## config.mk

```make
export PLATFORM = sky130hd
export DESIGN_NAME = pending_request_timeout_table_top
export DESIGN_NICKNAME = d
export VERILOG_FILES = /design/src/sv/prtt_pkg.sv /design/src/sv/pending_request_timeout_table_top.sv
export SDC_FILE = /design/constraint.sdc
export NUM_CORES = 1
export LEC_CHECK = 0
export ABC_CLOCK_PERIOD_IN_PS = 4500
export BUFFER_PORTS_ARGS = -buffer_cell sky130_fd_sc_hd__buf_2
export CORE_UTILIZATION = 50
export DETAILED_ROUTE_END_ITERATION = 12
export PLACE_DENSITY = 0.68
export SKIP_LAST_GASP = 1
export SLEW_MARGIN = 20
export SYNTH_ARGS = -nofsm -noshare
export SYNTH_HDL_FRONTEND = slang
export SYNTH_SLANG_ARGS = --single-unit
```

## constraint.sdc

```tcl
create_clock -name clk_i -period 4.5 [get_ports clk_i]
set_input_delay 0.9 -clock clk_i [delete_from_list [all_inputs] [get_ports clk_i]]
set_output_delay 0.9 -clock clk_i [all_outputs]
set_load 0.02 [all_outputs]
```

## src/sv/prtt_pkg.sv

```systemverilog
// Shared codes and widths for the pending request timeout table.
package prtt_pkg;

  localparam int unsigned TYPE_W = 2;
  localparam int unsigned KEY_W  = 8;
  localparam int unsigned TIME_W = 32;
  localparam int unsigned TMO_W  = 16;
  localparam int unsigned KIND_W = 3;
  localparam int unsigned OCC_W  = 5;

  // request types
  localparam logic [TYPE_W-1:0] REQ_ADD   = 2'd0;
  localparam logic [TYPE_W-1:0] REQ_RESP  = 2'd1;
  localparam logic [TYPE_W-1:0] REQ_TICK  = 2'd2;
  localparam logic [TYPE_W-1:0] REQ_FLUSH = 2'd3;

  // result kinds
  localparam logic [KIND_W-1:0] KIND_ADDED   = 3'd0;
  localparam logic [KIND_W-1:0] KIND_FULL    = 3'd1;
  localparam logic [KIND_W-1:0] KIND_MATCH   = 3'd2;
  localparam logic [KIND_W-1:0] KIND_NOMATCH = 3'd3;
  localparam logic [KIND_W-1:0] KIND_EXPIRED = 3'd4;
  localparam logic [KIND_W-1:0] KIND_NONE    = 3'd5;

  localparam logic [TMO_W-1:0] TIMEOUT_RST = 16'd2;

endpackage

```

## src/sv/pending_request_timeout_table_top.sv

```systemverilog
// Add: S_ADD writes the entry unless full and loads the result. Response, tick, flush:
// S_IDLE issues the first read, then S_CMP scans the entries through the single compare
// unit, S_MOV does each removal (swap read of the last entry) and S_FIN loads the result;
// a matched response gives its result from S_MOV, an empty table goes straight to S_FIN.
// One request at a time; in_stall_o is high until the request's last result is loaded.
// Async active-low reset empties the table and sets timeout_ticks to 2; storage not cleared.
module pending_request_timeout_table_top
  import prtt_pkg::*;
#(
  parameter int unsigned DEPTH = 16
) (
  input  logic                clk_i,
  input  logic                rst_ni,
  // request channel
  input  logic                in_valid_i,
  output logic                in_stall_o,
  input  logic [TYPE_W-1:0]   req_type_i,
  input  logic [KEY_W-1:0]    key_i,
  input  logic [TIME_W-1:0]   now_i,
  // result channel
  output logic                out_valid_o,
  input  logic                out_stall_i,
  output logic [KIND_W-1:0]   kind_o,
  output logic [KEY_W-1:0]    entry_key_o,
  output logic [OCC_W-1:0]    occupancy_o,
  output logic                last_o,
  // timeout_ticks register
  input  logic                cfg_we_i,
  input  logic [TMO_W-1:0]    cfg_wdata_i
);

  // Index and count widths; the count must hold DEPTH itself.
  localparam int unsigned IW = (DEPTH > 1) ? $clog2(DEPTH) : 1;
  localparam int unsigned CW = $clog2(DEPTH + 1);

  // Sequencer states
  localparam logic [2:0] S_IDLE = 3'd0;  // waiting for a request
  localparam logic [2:0] S_ADD  = 3'd1;  // write new entry, report
  localparam logic [2:0] S_CMP  = 3'd2;  // compare entry ix, read data valid
  localparam logic [2:0] S_MOV  = 3'd3;  // last entry read back, move it into ix
  localparam logic [2:0] S_FIN  = 3'd4;  // final result of a scan

  logic [2:0]          state_q, state_d;
  logic [CW-1:0]       count_q, count_d;
  logic [IW-1:0]       ix_q, ix_d;
  logic [TMO_W-1:0]    timeout_q;
  logic [TYPE_W-1:0]   type_q;
  logic [KEY_W-1:0]    key_q;
  logic [TIME_W-1:0]   now_q;
  logic [KEY_W-1:0]    hit_key_q, hit_key_d;
  // Pending expiry: held back until we know whether it is the last one.
  logic                pend_q, pend_d;
  logic [KEY_W-1:0]    pend_key_q, pend_key_d;

  // Entry storage, one registered read port and one write port.
  logic [KEY_W-1:0]    id_mem [DEPTH];
  logic [TIME_W-1:0]   dl_mem [DEPTH];
  logic [KEY_W-1:0]    rd_id_q;
  logic [TIME_W-1:0]   rd_dl_q;
  logic                rd_en;
  logic [IW-1:0]       rd_addr;
  logic                wr_en;
  logic [IW-1:0]       wr_addr;
  logic [KEY_W-1:0]    wr_id;
  logic [TIME_W-1:0]   wr_dl;

  // Result register
  logic                out_valid_q;
  logic [KIND_W-1:0]   kind_q;
  logic [KEY_W-1:0]    entry_key_q;
  logic [OCC_W-1:0]    occ_q;
  logic                last_q;

  logic                emit;
  logic [KIND_W-1:0]   emit_kind;
  logic [KEY_W-1:0]    emit_key;
  logic [CW-1:0]       emit_occ;
  logic                emit_last;

  logic                out_free;
  logic                in_acc;
  logic                full;
  logic                hit;
  logic [TIME_W:0]     dl_sum;
  logic [TIME_W-1:0]   dl_new;
  logic [IW-1:0]       last_ix;
  logic                mov_go;

  assign in_stall_o = (state_q != S_IDLE);
  assign in_acc     = in_valid_i && !in_stall_o;
  assign out_free   = !out_valid_q || !out_stall_i;
  assign full       = (count_q == CW'(DEPTH));
  assign last_ix    = IW'(count_q - CW'(1));

  // Deadline adder with saturation at the top of the time range.
  assign dl_sum = {1'b0, now_q} + {{(TIME_W + 1 - TMO_W){1'b0}}, timeout_q};
  assign dl_new = dl_sum[TIME_W] ? {TIME_W{1'b1}} : dl_sum[TIME_W-1:0];

  // The one compare unit: id match (response), strict deadline compare (tick), always (flush).
  always_comb begin
    case (type_q)
      REQ_RESP:  hit = (rd_id_q == key_q);
      REQ_TICK:  hit = (rd_dl_q < now_q);
      REQ_FLUSH: hit = 1'b1;
      default:   hit = 1'b0;
    endcase
  end

  // A response move only needs the output; a tick or flush move flushes the pending expiry first.
  assign mov_go = (type_q == REQ_RESP) ? out_free : (!pend_q || out_free);

  always_comb begin
    state_d    = state_q;
    count_d    = count_q;
    ix_d       = ix_q;
    hit_key_d  = hit_key_q;
    pend_d     = pend_q;
    pend_key_d = pend_key_q;
    rd_en      = 1'b0;
    rd_addr    = ix_q;
    wr_en      = 1'b0;
    wr_addr    = ix_q;
    wr_id      = rd_id_q;
    wr_dl      = rd_dl_q;
    emit       = 1'b0;
    emit_kind  = KIND_NONE;
    emit_key   = '0;
    emit_occ   = count_q;
    emit_last  = 1'b0;

    case (state_q)
      S_IDLE: begin
        if (in_acc) begin
          if (req_type_i == REQ_ADD) begin
            state_d = S_ADD;
          end else if (count_q == '0) begin
            state_d = S_FIN;
          end else begin
            // scan starts at the highest occupied index
            rd_en   = 1'b1;
            rd_addr = last_ix;
            ix_d    = last_ix;
            state_d = S_CMP;
          end
        end
      end

      S_ADD: begin
        if (out_free) begin
          emit      = 1'b1;
          emit_last = 1'b1;
          state_d   = S_IDLE;
          if (full) begin
            emit_kind = KIND_FULL;
          end else begin
            wr_en     = 1'b1;
            wr_addr   = IW'(count_q);
            wr_id     = key_q;
            wr_dl     = dl_new;
            count_d   = count_q + CW'(1);
            emit_kind = KIND_ADDED;
            emit_key  = key_q;
            emit_occ  = count_q + CW'(1);
          end
        end
      end

      S_CMP: begin
        if (hit) begin
          // fetch the last entry to fill the hole
          hit_key_d = rd_id_q;
          rd_en     = 1'b1;
          rd_addr   = last_ix;
          state_d   = S_MOV;
        end else if (ix_q == '0) begin
          state_d = S_FIN;
        end else begin
          rd_en   = 1'b1;
          rd_addr = ix_q - IW'(1);
          ix_d    = ix_q - IW'(1);
        end
      end

      S_MOV: begin
        if (mov_go) begin
          wr_en   = 1'b1;
          count_d = count_q - CW'(1);
          if (type_q == REQ_RESP) begin
            emit      = 1'b1;
            emit_kind = KIND_MATCH;
            emit_key  = key_q;
            emit_occ  = count_q - CW'(1);
            emit_last = 1'b1;
            state_d   = S_IDLE;
          end else begin
            if (pend_q) begin
              emit      = 1'b1;
              emit_kind = KIND_EXPIRED;
              emit_key  = pend_key_q;
            end
            pend_d     = 1'b1;
            pend_key_d = hit_key_q;
            if (ix_q == '0) begin
              state_d = S_FIN;
            end else begin
              rd_en   = 1'b1;
              rd_addr = ix_q - IW'(1);
              ix_d    = ix_q - IW'(1);
              state_d = S_CMP;
            end
          end
        end
      end

      S_FIN: begin
        if (out_free) begin
          emit      = 1'b1;
          emit_last = 1'b1;
          pend_d    = 1'b0;
          state_d   = S_IDLE;
          if (type_q == REQ_RESP) begin
            emit_kind = KIND_NOMATCH;
          end else if (pend_q) begin
            emit_kind = KIND_EXPIRED;
            emit_key  = pend_key_q;
          end else begin
            emit_kind = KIND_NONE;
          end
        end
      end

      default: begin
        state_d = S_IDLE;
      end
    endcase
  end

  // Control state
  always_ff @(posedge clk_i or negedge rst_ni) begin
    if (!rst_ni) begin
      state_q     <= S_IDLE;
      count_q     <= '0;
      pend_q      <= 1'b0;
      timeout_q   <= TIMEOUT_RST;
      out_valid_q <= 1'b0;
    end else begin
      state_q <= state_d;
      count_q <= count_d;
      pend_q  <= pend_d;
      if (cfg_we_i) begin
        timeout_q <= cfg_wdata_i;
      end
      if (emit) begin
        out_valid_q <= 1'b1;
      end else if (!out_stall_i) begin
        out_valid_q <= 1'b0;
      end
    end
  end

  // Payload registers
  always_ff @(posedge clk_i) begin
    ix_q       <= ix_d;
    hit_key_q  <= hit_key_d;
    pend_key_q <= pend_key_d;
    if (in_acc) begin
      type_q <= req_type_i;
      key_q  <= key_i;
      now_q  <= now_i;
    end
    if (emit) begin
      kind_q      <= emit_kind;
      entry_key_q <= emit_key;
      occ_q       <= OCC_W'(emit_occ);
      last_q      <= emit_last;
    end
  end

  // Entry storage
  always_ff @(posedge clk_i) begin
    if (wr_en) begin
      id_mem[wr_addr] <= wr_id;
      dl_mem[wr_addr] <= wr_dl;
    end
    if (rd_en) begin
      rd_id_q <= id_mem[rd_addr];
      rd_dl_q <= dl_mem[rd_addr];
    end
  end

  assign out_valid_o = out_valid_q;
  assign kind_o      = kind_q;
  assign entry_key_o = entry_key_q;
  assign occupancy_o = occ_q;
  assign last_o      = last_q;

endmodule

```

==> impl_metrics.yaml, run 1 <==
sta:
  period_minus_slack_ps: 4270
  clock.fmax_mhz: 234
  hold_viol_final: 0
  final.setup_skew_ps: 32.2
  setup_violations: 0
  slew_viol_final: 0
  finalCritPeriodShare_pct: 95.0
  maxSlewHeadroom_pct: 25.9
  timing.final.ws_setup_ps: 225
  worst_pin_slew_ps: 1110
  tns_ps: 0
  rsz0062_at_grt: "false"
synthesis:
  synth_cells: 2226
  yosysWarningCount: 0
  yosysMostFrequentCell: "edfxtp_1"
  synth.top_cell.area_share_pct: 67.4
  synthAdderAreaFrac_pct: 1.94
  ys_top_cells_by_area: "edfxtp_1, mux2i_1, a211oi_1"
  synth-compound-area-share_pct: 13.3
  postSynth.asyncResetShare_pct: 3.31
  synth_mux_area_share_pct: 5.38
  synth-main-ff-cell: "edfxtp_1"
  synth_top_family_by_area: "compound AO/OA/AOI/OAI gates"
  ys_types: 72
  syn-num-nets: 2341
  synth_edf_count: 759
  avgSynthCellArea_um2: 15.2
  synth_xor_xnor_area_share_pct: 0.958
  synth-simple-area-share_pct: 6.33
  ys_ff_latch: 785
  synth_top_cell_by_area: "edfxtp_1"
  yosysSeqAreaShare_pct: 69.3
  syn-cell-area_um2: 33800
  synth_commonest_cells: "edfxtp_1, a211oi_1, and3_1, mux2i_1, a21oi_1"
finish:
  final_util_pct: 57.3
  nets: 2442
  diodes: 0
  final_area_um2: 38400
  drive_gt1_share_pct: 17.6
  area_growth_pct: 13.6
placed_design:
  port_buffers: 81
  place_hpwl_um: 47200
  dp_slack_ps: 243
  place_area_um2: 35900
  place_congestion: 0.888
setup_path:
  crit_required_ps: 4780
  crit_fanout: 21
  critical_path_arrival_ps: 4550
  criticalPathCategory: "reg -> reg"
  reg2reg_depth: 12
  crit_path_start_kind: "flop"
  critPathMaxStageDelay_ps: 860
  crit_top_cell: "a21oi_1"
  cp-end-kind: "flop"
  crit_chain: "inv_1 -> fa_1 -> nor2b_1 -> o21a_1 -> o21ai_0 -> a21oi_1 -> o211ai_1 -> a31oi_1 -> and3_1 -> a31oi_2 -> buf_12 -> a21oi_1"
  cp_slowest_cell: "a21oi_1"
grt:
  grt_start_max_net_pins: 83
  grt_pass1_wl_um: 126000
  antenna_found_initial: 1
  grt_pass1_vias: 19911
  track_usage_pct: 24.9
  grt_remaining_overflow: 0
route:
  drtAntennaViolNets: 0
  drc: 1
  drt-total-wl_um: 84900
  post_drt_wl_per_cell_um: 26.0
  num_vias: 20497
  vias_per_cell: 6.28
  drt_iter0_drc: 2086
  firstDrtPassIters: 10
power:
  swShare_pct: 39.5
  power.leakage_nw: 13.4
  switchingPower_mw: 12.9
  pwr-share-seq_pct: 35.1
  power.total_mw: 32.8
  ir_worst_vdd_uv: 705
  p_clk_share_pct: 19.5
  p_int_mw: 19.8
  powerDensity_nw_per_um2: 853
  comb_power_share_pct: 45.5
floorplanning:
  start_util_pct: 50.5
  num_rows: 95
  num_io_pins: 82
  core_area_um2: 67000
  die-area_um2: 68700
  die_w_um: 262
  die_h_um: 262
cts:
  cts_tree: "done"
  cts_buffers: 82
  cts_hold_buffers: 0
  ctsResizeCount: 0
  ctsHtreeMaxLevel: 3
  cts-root-buf: "clkbuf_16"
  clk_pin_slew_worst_paths_ps: 60
  post_cts.repair.setup_buffers: 0
  cts_buffer_depth: 3
  insertion_delay_ps: 640
  cts_sinks: 785
job:
  max_cap_viol_count: 0
outcome:
  status: "finished, violations left"
  violations: "design-rule violations"
hold_path:
  hold_path.class: "in -> async"
cell families after synthesis:
kind of cell               after synthesis
DFF                                    785
muxes                                  180
AOI/OAI and AO/OA                      566
buffers and inverters                  199
adders and majority gates               52
xor gates and xnor gates                37
and+or+nand+nor                        407
state kept, by name, indices dropped and copies added, names as in the netlist:
signal,cells
dl_mem,512
now_q,32
id_mem,128
count_q,5
type_q,2
entry_key_o,8
key_q,8
pend_key_q,8
kind_o,3
last_o,1
ix_q,4
out_valid_o,1
pend_q,1
timeout_q,16
occupancy_o,5
rd_id_q,8
rd_dl_q,32
hit_key_q,8
state_q,3
placed cells by master (no fill, tap or decap), types with 17 or more instances in the layout:
| cell type | netlist | layout |
|---|---|---|
| and3_1 | 164 | 164 |
| buf_4 | 2 | 46 |
| a2111o_1 | 43 | 43 |
| nor2_1 | 77 | 60 |
| nor2_4 | 0 | 17 |
| o21ai_0 | 30 | 30 |
| edfxtp_1 | 759 | 759 |
| buf_12 | 0 | 39 |
| inv_1 | 49 | 49 |
| clkbuf_16 | 0 | 84 |
| nor3_1 | 20 | 20 |
| a211oi_1 | 203 | 203 |
| mux2i_1 | 164 | 164 |
| dfrtp_1 | 25 | 25 |
| nand2_1 | 78 | 76 |
| nand3_1 | 23 | 23 |
| a21oi_1 | 119 | 112 |
| clkbuf_1 | 86 | 20 |
| ha_1 | 51 | 51 |
| xnor2_1 | 25 | 25 |
| a211oi_2 | 80 | 80 |
| buf_2 | 38 | 81 |
path summary, 6_finish.rpt:
check | startpoint | to | slack, ps
setup / recovery | timeout_q[1]$_DFFE_PN1P_ | dl_mem[3][7]$_DFFE_PP_ | 230
hold / removal | rst_ni | state_q[1]$_DFFE_PN0P_ | 350
setup reg to reg | timeout_q[1]$_DFFE_PN1P_ | dl_mem[3][7]$_DFFE_PP_ | 230
hold reg to reg | hit_key_q[6]$_DFFE_PP_ | pend_key_q[6]$_DFFE_PP_ | 420
max in group asynchronous | rst_ni | timeout_q[14]$_DFFE_PN0P_ | 3620
min in group clk_i | hit_key_q[6]$_DFFE_PP_ | pend_key_q[6]$_DFFE_PP_ | 420
final cells by class:
type | instances | area, um^2
clock inverters | 46 | 349
clock buffers | 104 | 2180
fillers | 5211 | 28600
multi-input cells | 1242 | 9660
well taps | 873 | 1090
inverters | 50 | 188
repair buffers | 166 | 1530
flip-flops and latches | 785 | 23400
power by group through the flow:
stage,combinational (mW),sequential [mW],clock (mW)
after floorplan,10.1,11.5,0
after global placement,14.4,11.6,0
after detailed placement,14.8,11.6,0
after CTS,14.8,11.5,6.48
after global routing,16.1,11.6,6.77
final,14.9,11.5,6.38
stage by stage:
step | hold WS (ps) | cells
finish | 355 | 3266
global route | 385 | 3266
CTS | 345 | 3266
detailed placement | 405 | 3116
global placement | 402 | 3116
floorplan | 400 | 2226
routing by layer:
metal	global-route usage, %	share of wire [%]	wire length (um)
met2	39.7	47	39900
met4	7.19	2.4	2020
met3	4.16	7.7	6540
met5	0	0	0
met1	35.4	43	36500
critical path: cells and delay by family (launching register included):
| kind | cells | cell delay (ps) |
|---|---|---|
| adder cells (fa/ha/maj) | 1 | 450 |
| AO/OA/AOI/OAI | 7 | 2270 |
| buffers and inverters | 2 | 280 |
| AND/OR/NAND/NOR | 2 | 390 |
| flip-flops | 1 | 530 |
No activity file was read; power rests on OpenSTA's default activity.
==> run 2, diff against run 1 <==
- ABC_AREA: not set -> 1
==> run 2 against run 1 <==
The run now ends clean. Sequential share of layout area is 3.4 points lower. Synthesized cell count is 52% higher. Global-route usage is 1.0 points higher. Non-clock buffer count is 10 higher. Wire length is 12% higher. Maximum frequency is 6.2% higher. Critical path type unchanged. Register-to-register slack better by 250 ps.
==> impl_metrics.yaml, run 2 <==
cts:
  post_cts.repair.setup_buffers: 0
  cts_sinks: 785
  cts_tree: "done"
  ctsResizeCount: 0
  cts_buffer_depth: 3
  cts_buffers: 83
  cts-root-buf: "clkbuf_16"
  ctsHtreeMaxLevel: 3
  insertion_delay_ps: 650
  cts_hold_buffers: 0
  clk_pin_slew_worst_paths_ps: 60
route:
  num_vias: 25097
  drc: 0
  drt-total-wl_um: 94700
  firstDrtPassIters: 6
  drt_iter0_drc: 2988
  post_drt_wl_per_cell_um: 21.2
  drtAntennaViolNets: 0
  vias_per_cell: 5.61
synthesis:
  ys_top_cells_by_area: "edfxtp_1, nand3_1, nand2_1"
  synth_xor_xnor_area_share_pct: 0.928
  syn-cell-area_um2: 35900
  synth_edf_count: 759
  ys_ff_latch: 785
  yosysWarningCount: 0
  ys_types: 49
  synth_top_cell_by_area: "edfxtp_1"
  synth_commonest_cells: "edfxtp_1, nand3_1, nand2_1"
  synthAdderAreaFrac_pct: 1.83
  synth_mux_area_share_pct: 0.502
  synth-compound-area-share_pct: 2.94
  syn-num-nets: 3497
  avgSynthCellArea_um2: 10.6
  synth.top_cell.area_share_pct: 63.5
  synth_cells: 3382
  synth-simple-area-share_pct: 20.7
  postSynth.asyncResetShare_pct: 3.31
  yosysSeqAreaShare_pct: 65.3
  synth-main-ff-cell: "edfxtp_1"
  synth_top_family_by_area: "simple AND/OR/NAND/NOR gates"
sta:
  period_minus_slack_ps: 4030
  timing.final.ws_setup_ps: 474
  clock.fmax_mhz: 248
  hold_viol_final: 0
  finalCritPeriodShare_pct: 89.5
  worst_pin_slew_ps: 1070
  final.setup_skew_ps: 30.8
  setup_violations: 0
  tns_ps: 0
  slew_viol_final: 0
  rsz0062_at_grt: "false"
  maxSlewHeadroom_pct: 29.0
grt:
  grt_pass1_vias: 23606
  grt_pass1_wl_um: 143000
  antenna_found_initial: 1
  track_usage_pct: 25.9
  grt_remaining_overflow: 0
  grt_start_max_net_pins: 172
setup_path:
  cp_slowest_cell: "edfxtp_1"
  crit_required_ps: 5000
  crit_top_cell: "nand2_1"
  cp-end-kind: "flop"
  crit_chain: "inv_1 -> ha_1 -> a21oi_1 -> o21a_1 -> nand2_1 -> nand2_1 -> nand2_1 -> nand2_1 -> nand2_1 -> nand2_1 -> nand3_1 -> nor2_1 -> nor2_1 -> nor2_4 -> buf_4 -> nand3_1 -> nand3_1 -> nand3_1 -> nand2_1"
  criticalPathCategory: "reg -> reg"
  crit_fanout: 33
  crit_path_start_kind: "flop"
  critical_path_arrival_ps: 4520
  cpLargestDelayFamily: "simple AND/OR/NAND/NOR gates"
  critPathMaxStageDelay_ps: 480
  crit_buf_inv: 2
outcome:
  status: "finished clean"
floorplanning:
  die_h_um: 270
  start_util_pct: 50.9
  die_w_um: 270
  num_rows: 97
  die-area_um2: 72800
  num_io_pins: 82
  core_area_um2: 70500
placed_design:
  place_congestion: 0.917
  dp.cells: 4322
  place_hpwl_um: 52100
  port_buffers: 81
  dp_slack_ps: 660
finish:
  nets: 3582
  drive_gt1_share_pct: 9.96
  largest_reg_flops: 512
  top_register: "dl_mem"
  final_cells: 4473
  diodes: 0
  fillers: 5714
  area_growth_pct: 13.4
  largestRegisters: "dl_mem x512, id_mem x128"
  layout_common_cells: "nand3_1, edfxtp_1, nand2_1, inv_1, clkbuf_16"
job:
  max_cap_viol_count: 0
hold_path:
  hold_path.class: "in -> async"
## run 2: cell types whose count changed after synthesis, moves of 20 or more
cell / previous run / this run
a2bb2oi_1: 0 / 21
buf_2: 38 / 65
inv_1: 49 / 523
a2111o_1: 43 / 0
buf_6: 20 / 0
nand3_1: 23 / 759
nand2_1: 78 / 668
a211oi_2: 80 / 1
mux2i_1: 164 / 0
and3_1: 164 / 0
a211oi_1: 203 / 2
nand3b_1: 1 / 86
a21oi_1: 119 / 47
## run 2: layout make-up
| cell class | count | area (um^2) | share of cell area (%) |
|---|---|---|---|
| clock buffers | 110 | 2290 | 5.64 |
| clock inverters | 41 | 454 | 1.12 |
| inverters | 531 | 1990 | 4.90 |
| multi-input cells | 1890 | 9870 | 24.3 |
| flip-flops and latches | 785 | 23400 | 57.6 |
| well taps | 940 | 1180 | 2.89 |
| repair buffers | 176 | 1460 | 3.58 |
## run 2: worst register-to-register path: cells and delay by family, from the launching register on
family,cells,cell delay (ps)
compound gates,2,360
fa+ha+maj,1,320
buf+inv,2,500
flops,1,480
simple gates,14,2230
## run 2: logic make-up (layout without fill, tap and decap cells)
group | Yosys count | in the layout
muxes | 16 | 16
and+or+nand+nor | 1617 | 1617
buffers and inverters | 707 | 858
AOI/OAI and AO/OA | 167 | 167
DFF | 785 | 785
adders and majority gates | 52 | 52
xor gates and xnor gates | 38 | 38
## run 2: worst paths after layout
check | start | endpoint | slack, ps | cells past startpoint
hold reg to reg | hit_key_q[6]$_DFFE_PP_ | pend_key_q[6]$_DFFE_PP_ | 420 | 0
max in group asynchronous | rst_ni | state_q[2]$_DFFE_PN0P_ | 3680 | 1
setup / recovery | now_q[7]$_DFFE_PP_ | rd_dl_q[2]$_DFFE_PP_ | 470 | 19
setup reg to reg | now_q[7]$_DFFE_PP_ | rd_dl_q[2]$_DFFE_PP_ | 470 | 19
min in group clk_i | hit_key_q[6]$_DFFE_PP_ | pend_key_q[6]$_DFFE_PP_ | 420 | 0
hold / removal | rst_ni | out_valid_o$_DFFE_PN0P_ | 330 | 1
## run 2: routing by layer
layer	GRT usage [%]	wire length, um	up-vias
met2	39.8	42900	1153
met4	8.61	2950	0
met3	4.83	8930	195
met1	37.2	40000	12050
met5	0	0	-
li1	-	-	11699
## run 2: metrics by stage
step	hold slack, ps	util [%]	instance area (um^2)
4_1_cts	314	57.7	40700
5_1_grt	350	57.7	40700
3_5_place_dp	405	53.8	37900
6_report	328	57.7	40700
2_1_floorplan	400	-	35900
3_3_place_gp	401	53.8	37900
Power of run 2 is left out: the tool's default activity adds up to more than one toggle a clock period on the data nets, which glitch-free logic cannot reach.
